## src/rtl/utgl_pkg.sv

```systemverilog
`timescale 1ns / 1ps

package utgl_pkg;

   // Decoder phase codes
   localparam logic [1:0] PHASE_LEAD = 2'd0;   // expect a lead byte
   localparam logic [1:0] PHASE_HOLD = 2'd1;   // two-byte lead held, wait for partner
   localparam logic [1:0] PHASE_SKIP = 2'd2;   // discard continuation bytes

   // Byte class boundaries
   localparam logic [7:0] MULTI_MIN   = 8'd128;
   localparam logic [7:0] THREE_MIN   = 8'd224;
   localparam logic [7:0] FOUR_MIN    = 8'd240;
   localparam logic [7:0] UPPER_MIN   = 8'd65;
   localparam logic [7:0] UPPER_MAX   = 8'd90;
   localparam logic [7:0] LOWER_MIN   = 8'd97;
   localparam logic [7:0] LOWER_MAX   = 8'd122;
   localparam logic [7:0] WS_LF       = 8'd10;
   localparam logic [7:0] WS_CR       = 8'd13;
   localparam logic [7:0] WS_CODE20   = 8'd20;
   localparam logic [7:0] WS_SPACE    = 8'd32;
   localparam logic [7:0] GREEK_LEAD0 = 8'd206;
   localparam logic [7:0] GREEK_LEAD1 = 8'd207;
   localparam logic [7:0] G0_MIN      = 8'd134;
   localparam logic [7:0] G0_MAX      = 8'd191;
   localparam logic [7:0] G0_HOLE     = 8'd135;
   localparam logic [7:0] G1_MIN      = 8'd128;
   localparam logic [7:0] G1_MAX      = 8'd142;

   localparam logic [1:0] SKIP_THREE  = 2'd2;
   localparam logic [1:0] SKIP_FOUR   = 2'd3;

   typedef struct packed {
      logic [1:0] phase;
      logic [7:0] held_lead;
      logic [1:0] skip_left;
   } state_type;

   typedef struct packed {
      logic [7:0] out_byte;
      logic       last_of_run;
   } entry_type;

   // Results of one request: zero, one or two entries
   typedef struct packed {
      logic [1:0] count;
      entry_type  first;
      entry_type  second;
   } result_type;

   function automatic logic ascii_kept(input logic [7:0] b);
      logic ws;
      ws = (b == WS_LF) || (b == WS_CR) || (b == WS_CODE20) || (b == WS_SPACE);
      return ws || ((b >= UPPER_MIN) && (b <= UPPER_MAX))
                || ((b >= LOWER_MIN) && (b <= LOWER_MAX));
   endfunction

   function automatic logic greek_pair(input logic [7:0] lead, input logic [7:0] nb);
      logic hit;
      hit = 1'b0;
      if (lead == GREEK_LEAD0) begin
         hit = (nb >= G0_MIN) && (nb <= G0_MAX) && (nb != G0_HOLE);
      end else if (lead == GREEK_LEAD1) begin
         hit = (nb >= G1_MIN) && (nb <= G1_MAX);
      end
      return hit;
   endfunction

endpackage

```

## src/rtl/utgl_decode.sv

```systemverilog
`timescale 1ns / 1ps

module utgl_decode (
   input  utgl_pkg::state_type  state_cur,
   input  logic [7:0]           in_byte,
   output utgl_pkg::state_type  state_nxt,
   output utgl_pkg::result_type result
);

   always_comb begin
      state_nxt                 = state_cur;
      result                    = '0;
      result.first.out_byte     = in_byte;
      result.first.last_of_run  = 1'b1;
      result.second.out_byte    = in_byte;
      result.second.last_of_run = 1'b1;

      unique case (state_cur.phase)
         utgl_pkg::PHASE_HOLD: begin
            state_nxt.phase     = utgl_pkg::PHASE_LEAD;
            state_nxt.held_lead = '0;
            if (utgl_pkg::greek_pair(state_cur.held_lead, in_byte)) begin
               // emit the held lead, then the partner closes the run
               result.count             = 2'd2;
               result.first.out_byte    = state_cur.held_lead;
               result.first.last_of_run = 1'b0;
            end
         end
         utgl_pkg::PHASE_SKIP: begin
            if (state_cur.skip_left <= 2'd1) begin
               state_nxt.skip_left = '0;
               state_nxt.phase     = utgl_pkg::PHASE_LEAD;
            end else begin
               state_nxt.skip_left = state_cur.skip_left - 2'd1;
            end
         end
         default: begin
            // lead expected; the unused phase code lands here too
            state_nxt.phase = utgl_pkg::PHASE_LEAD;
            if (in_byte < utgl_pkg::MULTI_MIN) begin
               if (utgl_pkg::ascii_kept(in_byte)) begin
                  result.count = 2'd1;
               end
            end else if (in_byte < utgl_pkg::THREE_MIN) begin
               state_nxt.held_lead = in_byte;
               state_nxt.phase     = utgl_pkg::PHASE_HOLD;
            end else begin
               state_nxt.skip_left = (in_byte < utgl_pkg::FOUR_MIN) ?
                                     utgl_pkg::SKIP_THREE : utgl_pkg::SKIP_FOUR;
               state_nxt.phase     = utgl_pkg::PHASE_SKIP;
            end
         end
      endcase
   end

endmodule

```

## src/rtl/utgl_out_queue.sv

```systemverilog
`timescale 1ns / 1ps

module utgl_out_queue (
   input  logic                 clock,
   input  logic                 reset,
   input  utgl_pkg::result_type push,
   output logic                 room,
   output logic                 rsp_valid,
   input  logic                 rsp_stall,
   output logic [7:0]           rsp_out_byte,
   output logic                 rsp_last_of_run
);

   utgl_pkg::entry_type mem_ff [4];
   logic [1:0] wr_ptr_ff, wr_ptr_in;
   logic [1:0] rd_ptr_ff, rd_ptr_in;
   logic [2:0] count_ff, count_in;
   logic       pop;

   // room for a full pair
   assign room            = (count_ff <= 3'd2);
   assign rsp_valid       = (count_ff != 3'd0);
   assign pop             = rsp_valid && !rsp_stall;
   assign rsp_out_byte    = mem_ff[rd_ptr_ff].out_byte;
   assign rsp_last_of_run = mem_ff[rd_ptr_ff].last_of_run;

   always_comb begin
      wr_ptr_in = wr_ptr_ff + push.count;
      rd_ptr_in = rd_ptr_ff + {1'b0, pop};
      count_in  = count_ff + {1'b0, push.count} - {2'b00, pop};
   end

   always_ff @(posedge clock) begin
      if (push.count == 2'd2) begin
         mem_ff[wr_ptr_ff]         <= push.first;
         mem_ff[wr_ptr_ff + 2'd1]  <= push.second;
      end else if (push.count == 2'd1) begin
         mem_ff[wr_ptr_ff]         <= push.first;
      end
   end

   always_ff @(posedge clock) begin
      if (reset) begin
         wr_ptr_ff <= '0;
         rd_ptr_ff <= '0;
         count_ff  <= '0;
      end else begin
         wr_ptr_ff <= wr_ptr_in;
         rd_ptr_ff <= rd_ptr_in;
         count_ff  <= count_in;
      end
   end

endmodule

```

## src/rtl/utf8_greek_latin_text_filter.sv

```systemverilog
`timescale 1ns / 1ps

// UTF-8 text filter: keeps ASCII letters, the codes 10, 13, 20 and 32, and
// two-byte Greek letters; drops everything else.
// Request channel: req_valid / req_stall carry one raw byte (req_in_byte).
// Response channel: rsp_valid / rsp_stall carry one kept byte (rsp_out_byte)
// with rsp_last_of_run set on the final byte produced by a request. A kept
// Greek pair comes out as two responses after its second byte arrives.
// Path: a taken request is held in the input register, decoded from it once
// the queue has room, and its responses are registered in the response queue.
// Throughput: one request per cycle, limited by the four-entry response
// queue, which must have room for a full pair before the input register
// drains into it.
// Reset: clears the decoder phase, held lead, skip count, input register and
// the response queue; nothing is pending afterward.
// Stall: a stalled response holds in the queue; once it fills past two
// entries a byte in the input register holds there and req_stall rises.

module utf8_greek_latin_text_filter (
   input  logic       clock,
   input  logic       reset,
   input  logic       req_valid,
   output logic       req_stall,
   input  logic [7:0] req_in_byte,
   output logic       rsp_valid,
   input  logic       rsp_stall,
   output logic [7:0] rsp_out_byte,
   output logic       rsp_last_of_run
);

   logic                 in_valid_ff, in_valid_in;
   logic [7:0]           in_byte_ff, in_byte_in;
   utgl_pkg::state_type  state_ff, state_in, state_nxt;
   utgl_pkg::result_type result, push;
   logic                 room;
   logic                 accept;
   logic                 fire;

   // drain the input register whenever the queue can take a pair
   assign fire      = in_valid_ff && room;
   assign req_stall = in_valid_ff && !room;
   assign accept    = req_valid && !req_stall;

   utgl_decode u_decode (
      .state_cur (state_ff),
      .in_byte   (in_byte_ff),
      .state_nxt (state_nxt),
      .result    (result)
   );

   always_comb begin
      push        = result;
      push.count  = fire ? result.count : 2'd0;
      state_in    = fire ? state_nxt : state_ff;
      in_byte_in  = accept ? req_in_byte : in_byte_ff;
      in_valid_in = accept ? 1'b1 : (fire ? 1'b0 : in_valid_ff);
   end

   utgl_out_queue u_out_queue (
      .clock           (clock),
      .reset           (reset),
      .push            (push),
      .room            (room),
      .rsp_valid       (rsp_valid),
      .rsp_stall       (rsp_stall),
      .rsp_out_byte    (rsp_out_byte),
      .rsp_last_of_run (rsp_last_of_run)
   );

   // payload: no reset needed
   always_ff @(posedge clock) begin
      in_byte_ff <= in_byte_in;
   end

   always_ff @(posedge clock) begin
      if (reset) begin
         in_valid_ff <= 1'b0;
         state_ff    <= '{phase: utgl_pkg::PHASE_LEAD, held_lead: 8'd0, skip_left: 2'd0};
      end else begin
         in_valid_ff <= in_valid_in;
         state_ff    <= state_in;
      end
   end

endmodule
```

## config.mk

```make
export PLATFORM = sky130hd
export DESIGN_NAME = utf8_greek_latin_text_filter
export DESIGN_NICKNAME = d
export VERILOG_FILES = /design/src/rtl/utgl_pkg.sv /design/src/rtl/utgl_decode.sv /design/src/rtl/utgl_out_queue.sv /design/src/rtl/utf8_greek_latin_text_filter.sv
export SDC_FILE = /design/constraint.sdc
export NUM_CORES = 1
export LEC_CHECK = 0
export CAP_MARGIN = 15
export CORE_MARGIN = 3
export CORE_UTILIZATION = 60
export CTS_CLUSTER_SIZE = 12
export DETAILED_ROUTE_END_ITERATION = 10
export DONT_BUFFER_PORTS = 1
export PLACE_DENSITY = 0.73
export SLEW_MARGIN = 20
export SYNTH_ARGS = -nofsm -noshare
export SYNTH_HDL_FRONTEND = slang
export SYNTH_SLANG_ARGS = --single-unit
export TNS_END_PERCENT = 10
```

## constraint.sdc

```tcl
create_clock -name clock -period 5.34 [get_ports clock]
set_input_delay 0.534 -clock clock [delete_from_list [all_inputs] [get_ports clock]]
set_output_delay 0.534 -clock clock [all_outputs]
set_load 0.05 [all_outputs]
```

Word level (Yosys, flattened, before mapping)
Memories as Yosys holds them, arrays and structs flattened. A register that Yosys moved wholly into a read port is not among the register bits.
Cells that the tools add are included.
{"block": "word_totals", "ram_bits": 36, "reg_bits": 28, "wordCells": 97, "inputBits": 12, "n_memories": 1, "out_inout_bits": 11}
{"memory": "u_out_queue.mem_ff", "words": 4, "word_bits": 9, "rd": 1, "rd_clocked_by_memory_dff": 1, "wr": 2, "line_no": "utgl_out_queue.sv:14", "source": "utgl_pkg::entry_type mem_ff [4];"}
{"block": "classes", "reduce_logical": 23, "n_addsub": 6, "n_mux": 28, "bitwise_logic": 3, "order_cmp": 13, "n_eq_ne": 15}
{"op": "< comparator 8 bit, second input constant", "n": 3}
{"op": "2-to-1 mux 9 bit", "n": 2}
{"op": "== test 8 x 4 -> 1 bit, second input constant", "n": 2}
{"op": "== test 8 bit, second input constant", "n": 2}
{"op": "greater-or-equal comparator 8 x 7 -> 1 bit, second input constant", "n": 2}
{"op": "greater-or-equal comparator 8 bit, second input constant", "n": 2}
{"op": "less-or-equal comparator 8 x 7 -> 1 bit, second input constant", "n": 2}
{"op": "less-or-equal comparator 8 bit, second input constant", "n": 2}
{"op": "case mux 8 bit (2 select lines)", "n": 1}
{"op": "2-to-1 mux 2 bit", "n": 7}
{"op": "2-to-1 mux 1 bit", "n": 12}
{"op": "2-to-1 mux 12 bit", "n": 1}
{"op": "case mux 2 bit (2 select lines)", "n": 3}
{"op": "2-to-1 mux 11 bit", "n": 1}
{"op": "logical AND 1 bit", "n": 9}
{"op": "== test 8 x 5 -> 1 bit, second input constant", "n": 1}
{"op": "== test 8 x 6 -> 1 bit, second input constant", "n": 1}
{"op": "2-to-1 mux 8 bit", "n": 1}
{"op": "inequality test 8 bit, second input constant", "n": 1}
{"op": "AND reduction 4 bit", "n": 2}
{"op": "inequality test 2 bit, second input constant", "n": 3}
{"op": "logical OR 1 bit", "n": 5}
{"op": "== test 2 x 1 -> 1 bit, second input constant", "n": 2}
{"op": "== test 2 bit, second input constant", "n": 2}
{"op": "other kinds (15)", "n": 19}

Longest topological paths before layout
Gate-level depths: netlist (run 1).
{"block": "depth", "depth_word": 15, "depth_mapped": 13, "ltp_nobuf": 11}

Cells and area by module
Synthesis (run 1) repeated with hierarchy kept, for this count alone.
{"block": "unflattened", "hier_cells": 304, "area_unflattened_um2": 3713.6}
{"mod": "utgl_out_queue", "seq_area_each_um2": 1221.2, "cells_each": 135, "instances": 1, "area_each_um2": 2227.1}
{"mod": "utf8_greek_latin_text_filter", "seq_area_each_um2": 500.5, "cells_each": 69, "instances": 1, "area_each_um2": 859.6}
{"mod": "utgl_decode", "seq_area_each_um2": 0.0, "cells_each": 100, "instances": 1, "area_each_um2": 626.9}

Worst setup path after synthesis (run 1)
Ideal clock, no wire load.
{"block": "synth_path", "path_kind": "reg2reg", "from": "register state_ff[11] (netlist bit)", "to": "memory u_out_queue.mem_ff[2][1] (netlist bit) (data pin)", "synth_period_minus_slack_ns": 3.423, "setup_time_ns": 0.147, "stages_incl_launch_ff": 13, "arrival_ns": 3.276, "required_time_ns": 5.193, "slack_ns": 1.917, "path_cell_list": "dfxtp_1 > inv_1 > ha_1 > nand4b_1 > a2111o_1 > buf_6 > or3_1 > inv_1 > ha_1 > or2b_2 > o22ai_1 > o311ai_0 > o21ai_1"}
{"item": "start, declared", "line_no": "utf8_greek_latin_text_filter.sv:33", "source": "utgl_pkg::state_type state_ff, state_in, state_nxt;"}
{"item": "start signal, assigned", "line_no": "utf8_greek_latin_text_filter.sv:78", "source": "state_ff <= '{phase: utgl_pkg::PHASE_LEAD, held_lead: 8'd0, skip_left: 2'd0};"}
{"item": "start signal, assigned", "line_no": "utf8_greek_latin_text_filter.sv:81", "source": "state_ff <= state_in;"}
{"item": "end, declared", "line_no": "utgl_out_queue.sv:14"}

==> results.sh, run 1 <==
export IMPL_die_w_um=79.0
export IMPL_cts_root_buf="clkbuf_8"
export IMPL_syn_area_mm2=0.00319
export IMPL_syn_nets=295
export IMPL_clk_path_buf_depth=2
export IMPL_drive_gt1_share_pct=13.6
export IMPL_ios=23
export IMPL_crit_chain="nand4b_1, a2111o_1, or3_1, inv_1, ha_1, or3b_2, nand2_1, a32o_1"
export IMPL_critPathArrivalTime_ns=3.68
export IMPL_cts_buffers=9
export IMPL_grt_pass1_wl_um=9930
export IMPL_port_buffer_count=0
export IMPL_avgSynthCellArea_um2=11.7
export IMPL_timing_setup_tns_ns=0
export IMPL_crit_family="simple AND/OR/NAND/NOR gates"
export IMPL_final_antenna_net_count=0
export IMPL_layout_common_cells="40 x edfxtp_1, 33 x nand2_1, 24 x dfxtp_1, 12 x inv_1, 12 x nor2_1"
export IMPL_hold_viol=0
export IMPL_synth_largest_area_cell="edfxtp_1"
export IMPL_yosysTopAreaCellShare_pct=37.6
export IMPL_worstMarginPinSlew_ns=0.649
export IMPL_first_global_vias=2039
export IMPL_die_h_um=79.0
export IMPL_post_route_period_util_pct=65.0
export IMPL_grt_max_degree=19
export IMPL_power_total_mw=1.34
export IMPL_syn_inst=274
export IMPL_drt_pass1_iter_count=4
export IMPL_rsz0062_at_grt="no"
export IMPL_hold_path_class="input port to flop"
export IMPL_start_util_pct=64.6
export IMPL_crit_buf_inv=1
export IMPL_synth_distinct_cells=66
export IMPL_drc=0
export IMPL_p_leak_nw=1.28
export IMPL_synth_edf_count=40
export IMPL_crit_type="flop to flop"
export IMPL_diodes=0
export IMPL_fmax_mhz=288
export IMPL_async_reset_ff_share_pct=0
export IMPL_cts_tree="done"
export IMPL_synthFlopType="edfxtp_1"
export IMPL_drt_total_wl_um=5670
export IMPL_ir_drop_v=0.000237
export IMPL_drtIter0Drc=171
export IMPL_cts_resized=0
export IMPL_slew_headroom_pct=56.6
export IMPL_clk_pin_slew_ns=0.07
export IMPL_fp_coreArea_mm2=0.00494
export IMPL_syn_to_final_growth_pct=5.52
export IMPL_final_setup_viol_count=0
export IMPL_cp_slowest_stage_delay_ns=0.58
export IMPL_track_usage_pct=21.1
export IMPL_clock_skew_ns=0.0119
export IMPL_place_congestion=0.871
export IMPL_pwr_density_cell_mw_per_mm2=397
export IMPL_grt_antenna_before_repair=0
export IMPL_cap_violations=0
export IMPL_ys_top_cells_by_area="edfxtp_1 38%, dfxtp_1 15%, mux4_2 6.3%, nand2_1 3.9%, ha_1 3.1%"
export IMPL_fin_crit_ns=3.47
export IMPL_layout_nets=288
export IMPL_drt_wirelength_per_cell_um=16.7
export IMPL_layout_commonest_cell="edfxtp_1"
export IMPL_maxSlewViolCount=0
export IMPL_clk_latency_ns=0.35
export IMPL_post_dp_hpwl_um=3950
export IMPL_crit_path_top_delay_cell="edfxtp_1"
export IMPL_clock_sinks=64
export IMPL_htree_levels=3
export IMPL_status="completed"
export IMPL_worstSetupStartpointType="flop"
export IMPL_ys_warn_count=0
export IMPL_path_max_fanout=17
export IMPL_rows=25
export IMPL_grt_overflow=0
export IMPL_via_count=2036
export IMPL_cp_end_kind="flop"
export IMPL_post_cts_buffers=0
export IMPL_die_area_mm2=0.00624
export IMPL_ys_ff_latch=64
export IMPL_ys_seq_area_share_pct=52.6
export IMPL_cp_required_ns=5.55
export IMPL_ctsHoldBuffers=0
export IMPL_vias_per_cell=6.01
worst reg2reg max path: stages, from the launching register on:
cell and delay (ns):
edfxtp_1 0.58, nand4b_1 0.29, a2111o_1 0.54, or3_1 0.44
inv_1 0.07, ha_1 0.19, or3b_2 0.49, nand2_1 0.48
a32o_1 0.27
layer usage:
metal  GRT usage, %  vias up  part of all wire (%)
met4           12.0        0                   2.3
met1           26.6      957                    45
met2           33.3       61                    48
met5              0        -                     0
met3           5.10       15                   5.1
li1               -     1003                     -
area by class of cell:
class	count	area (um^2)
Sequential cell	64	1680
Fill cell	381	1570
Multi-Input combinational cell	178	1340
Clock buffer	11	151
Tap cell	67	83.8
Clock inverter	5	55.1
Inverter	12	45.0
Timing Repair Buffer	2	15.0
cells by family (layout without fill, tap and decap cells):
logic type,count (synthesis),after routing,synth area share [%]
multiplexers,12,12,7.36
AND/OR/NAND/NOR,105,105,18.4
adder cells (fa/ha/maj),9,9,3.76
XOR/XNOR,4,4,1.10
buffers and inverters,32,30,5.44
AO/OA/AOI/OAI,48,48,11.3
flip-flops,64,64,52.6
power by group:
group	internal [mW]	total (mW)	switching, mW
sequential	0.555	0.614	0.0588
combinational	0.108	0.301	0.193
clock	0.239	0.423	0.184
through the flow:
step                      instances  hold slack (ns)  area, um^2  setup slack (ns)  utilization (%)
after detailed placement        323            0.454        3160              1.89             64.0
after floorplan                 274            0.435        3190              1.92                -
final                           339            0.249        3370              1.87             68.2
after CTS                       339            0.236        3370              1.86             68.2
after global placement          323            0.444        3160              2.00             64.0
after global routing            339            0.235        3370              1.57             68.2
synth_stat cells (2+ instances only):
cell type,count
o21ai_1,4
o22ai_1,2
a21o_1,5
nor2_1,12
nor4_1,2
xnor2_1,3
o21a_1,3
nand2_1,33
a22o_1,6
nand4b_1,2
inv_1,12
o311ai_0,3
a21oi_1,6
o31ai_1,3
buf_6,3
ha_1,8
edfxtp_1,40
and3_1,10
or3_1,6
nand3_1,6
clkbuf_8,3
clkbuf_1,12
nand2b_1,3
nand3b_1,3
mux2_2,2
and2_1,5
nor2b_1,7
dfxtp_1,24
mux4_2,9
state kept, by name (all words and copies together) (netlist names):
register / cells
u_out_queue.mem_ff: 36
state_ff: 12
in_byte_ff: 8
u_out_queue.count_ff: 3
u_out_queue.rd_ptr_ff: 2
u_out_queue.wr_ptr_ff: 2
in_valid_ff: 1
final timing paths:
kind | start | endpoint | slack (ns) | cells past startpoint
worst max-delay path | in_byte_ff[6] | u_out_queue.mem_ff[1][1] | 1.87 | 8
worst min register to register | u_out_queue.mem_ff[3][0] | u_out_queue.mem_ff[3][0] | 0.46 | 1
worst max register to register | in_byte_ff[6] | u_out_queue.mem_ff[1][1] | 1.87 | 8
worst min-delay path | reset | u_out_queue.count_ff[0] | 0.25 | 1
No activity file was read; power rests on OpenSTA's default activity.
==> inputs of run 2 (changes only) <==
==> constraint.sdc (replaced) <==
create_clock -name clock -period 3.35 [get_ports clock]
set_input_delay 0.335 -clock clock [delete_from_list [all_inputs] [get_ports clock]]
set_output_delay 0.335 -clock clock [all_outputs]
set_load 0.05 [all_outputs]
==> run 2 against run 1 <==
Non-clock buffer count is 9 higher. Maximum frequency is 11% higher. Utilization increased by 1.5 points. First-iteration DRC count is 26% lower. Power increased by 62%. Cell count is 2.7% higher. Critical endpoint is now u_out_queue.mem_ff[2][1]. Count of clock-buffer cells in the layout is 1 higher. Global-route usage hardly changed. Highest routed layer unchanged. Critical path type unchanged.
==> results.sh, run 2 (same netlist as run 1, synthesis figures left out) <==
export IMPL_status="completed"
export IMPL_rows=25
export IMPL_final_antenna_net_count=0
export IMPL_post_dp_hpwl_um=4210
export IMPL_fin_ws_ns=0.220
export IMPL_slew_headroom_pct=57.2
export IMPL_reg_top3="u_out_queue.mem_ff (36), state_ff (12), in_byte_ff (8)"
export IMPL_r2r_start="in_byte_ff[0]"
export IMPL_fmax_mhz=320
export IMPL_worstSetupStartpoint="in_byte_ff[0]"
export IMPL_fin_crit_ns=3.13
export IMPL_timing_setup_tns_ns=0
export IMPL_crit_family="simple AND/OR/NAND/NOR gates"
export IMPL_hold_path_class="input port to flop"
export IMPL_drtIter0Drc=127
export IMPL_grt_overflow=0
export IMPL_p_leak_nw=1.33
export IMPL_maxSlewViolCount=0
export IMPL_port_buffer_count=0
export IMPL_path_max_fanout=12
export IMPL_layout_commonest_cell="edfxtp_1"
export IMPL_rsz0062_at_grt="no"
export IMPL_clk_path_buf_depth=2
export IMPL_ios=23
export IMPL_grt_antenna_before_repair=0
export IMPL_clk_latency_ns=0.34
export IMPL_ctsHoldBuffers=0
export IMPL_clock_sinks=64
export IMPL_clock_skew_ns=0.0101
export IMPL_crit_chain="nand3b_1, a2111o_1, or3_1, inv_1, ha_1, or2b_2, or4_1, o21ai_1"
export IMPL_first_global_vias=2042
export IMPL_drive_gt1_share_pct=15.7
export IMPL_drt_wirelength_per_cell_um=16.8
export IMPL_whs_ns=0.0590
export IMPL_hold_viol=0
export IMPL_worstSetupStartpointType="flop"
export IMPL_start_util_pct=64.6
export IMPL_die_area_mm2=0.00624
export IMPL_syn_to_final_growth_pct=7.83
export IMPL_via_count=2108
export IMPL_htree_levels=3
export IMPL_worstMarginPinSlew_ns=0.641
export IMPL_track_usage_pct=21.2
export IMPL_drt_total_wl_um=5850
export IMPL_cp_end_kind="flop"
export IMPL_post_route_period_util_pct=93.4
export IMPL_pwr_density_cell_mw_per_mm2=629
export IMPL_grt_pass1_wl_um=9940
export IMPL_drc=0
export IMPL_dp_slack_ns=0.231
export IMPL_crit_type="flop to flop"
export IMPL_cp_slowest_stage_delay_ns=0.55
export IMPL_place_congestion=0.810
export IMPL_final_setup_viol_count=0
export IMPL_diodes=0
export IMPL_drt_pass1_iter_count=5
export IMPL_cts_buffers=9
export IMPL_crit_buf_inv=1
export IMPL_clk_pin_slew_ns=0.07
export IMPL_cts_tree="done"
export IMPL_largest_reg_flops=36
export IMPL_layout_common_cells="40 x edfxtp_1, 33 x nand2_1, 24 x dfxtp_1, 12 x inv_1, 12 x nor2_1"
export IMPL_die_h_um=79.0
export IMPL_die_w_um=79.0
export IMPL_critPathArrivalTime_ns=3.32
export IMPL_crit_path_top_delay_cell="edfxtp_1"
export IMPL_cp_required_ns=3.54
export IMPL_largest_register="u_out_queue.mem_ff"
export IMPL_layout_nets=297
export IMPL_ir_drop_v=0.000352
export IMPL_fp_coreArea_mm2=0.00494
export IMPL_vias_per_cell=6.06
export IMPL_cts_root_buf="clkbuf_8"
export IMPL_min_from="reset"
export IMPL_cap_violations=0
export IMPL_grt_max_degree=19
==> run 2: cell count changes in the layout (fill, tap and decap cells not counted), sizes merged <==
cell / change
clkbuf: +1
bufinv: +1
clkinvlp: -2
buf: +9
==> run 2: power breakdown <==
group	internal (mW)	total [mW]	leakage [nW]	switching (mW)
combinational	0.182	0.501	0.670	0.318
sequential	0.885	0.970	0.553	0.0846
clock	0.417	0.697	0.104	0.279
==> run 2: area by class of cell <==
cell class | count | area (um^2)
inverters | 12 | 45.0
multi-input cells | 178 | 1350
repair buffers | 11 | 82.6
clock inverters | 4 | 70.1
flip-flops and latches | 64 | 1680
well taps | 67 | 83.8
clock buffers | 12 | 135
fillers | 391 | 1500
==> run 2: path summary, 6_finish.rpt <==
kind | slack, ns | cells after the start | end
worst min register to register | 0.47 | 1 | u_out_queue.mem_ff[3][0]
worst max register to register | 0.22 | 8 | u_out_queue.mem_ff[2][1]
worst max-delay path | 0.22 | 8 | u_out_queue.mem_ff[2][1]
worst min-delay path | 0.06 | 1 | u_out_queue.count_ff[1]
==> run 2: what timing repair did <==
item / 4_1_cts / 5_1_grt
setup endpoints to repair: 0 / 13
resized for setup: 0 / 1
buffers inserted: 0 / 0
hold endpoints to repair: 0 / 0
==> run 2: through the flow <==
step	area (um^2)	cells	util, %	power, mW
final	3440	348	69.7	2.17
after global routing	3440	348	69.7	2.28
after CTS	3440	348	69.7	2.19
after detailed placement	3240	332	65.5	1.49
after global placement	3240	332	65.5	1.48
after floorplan	3200	274	-	1.43
==> run 2: layer usage <==
metal,GRT usage [%],routed length [um],up-vias
met5,0,0,-
met4,7.56,78,0
met3,5.90,338,10
met2,34.0,2930,57
met1,27.6,2500,1016
li1,-,-,1025
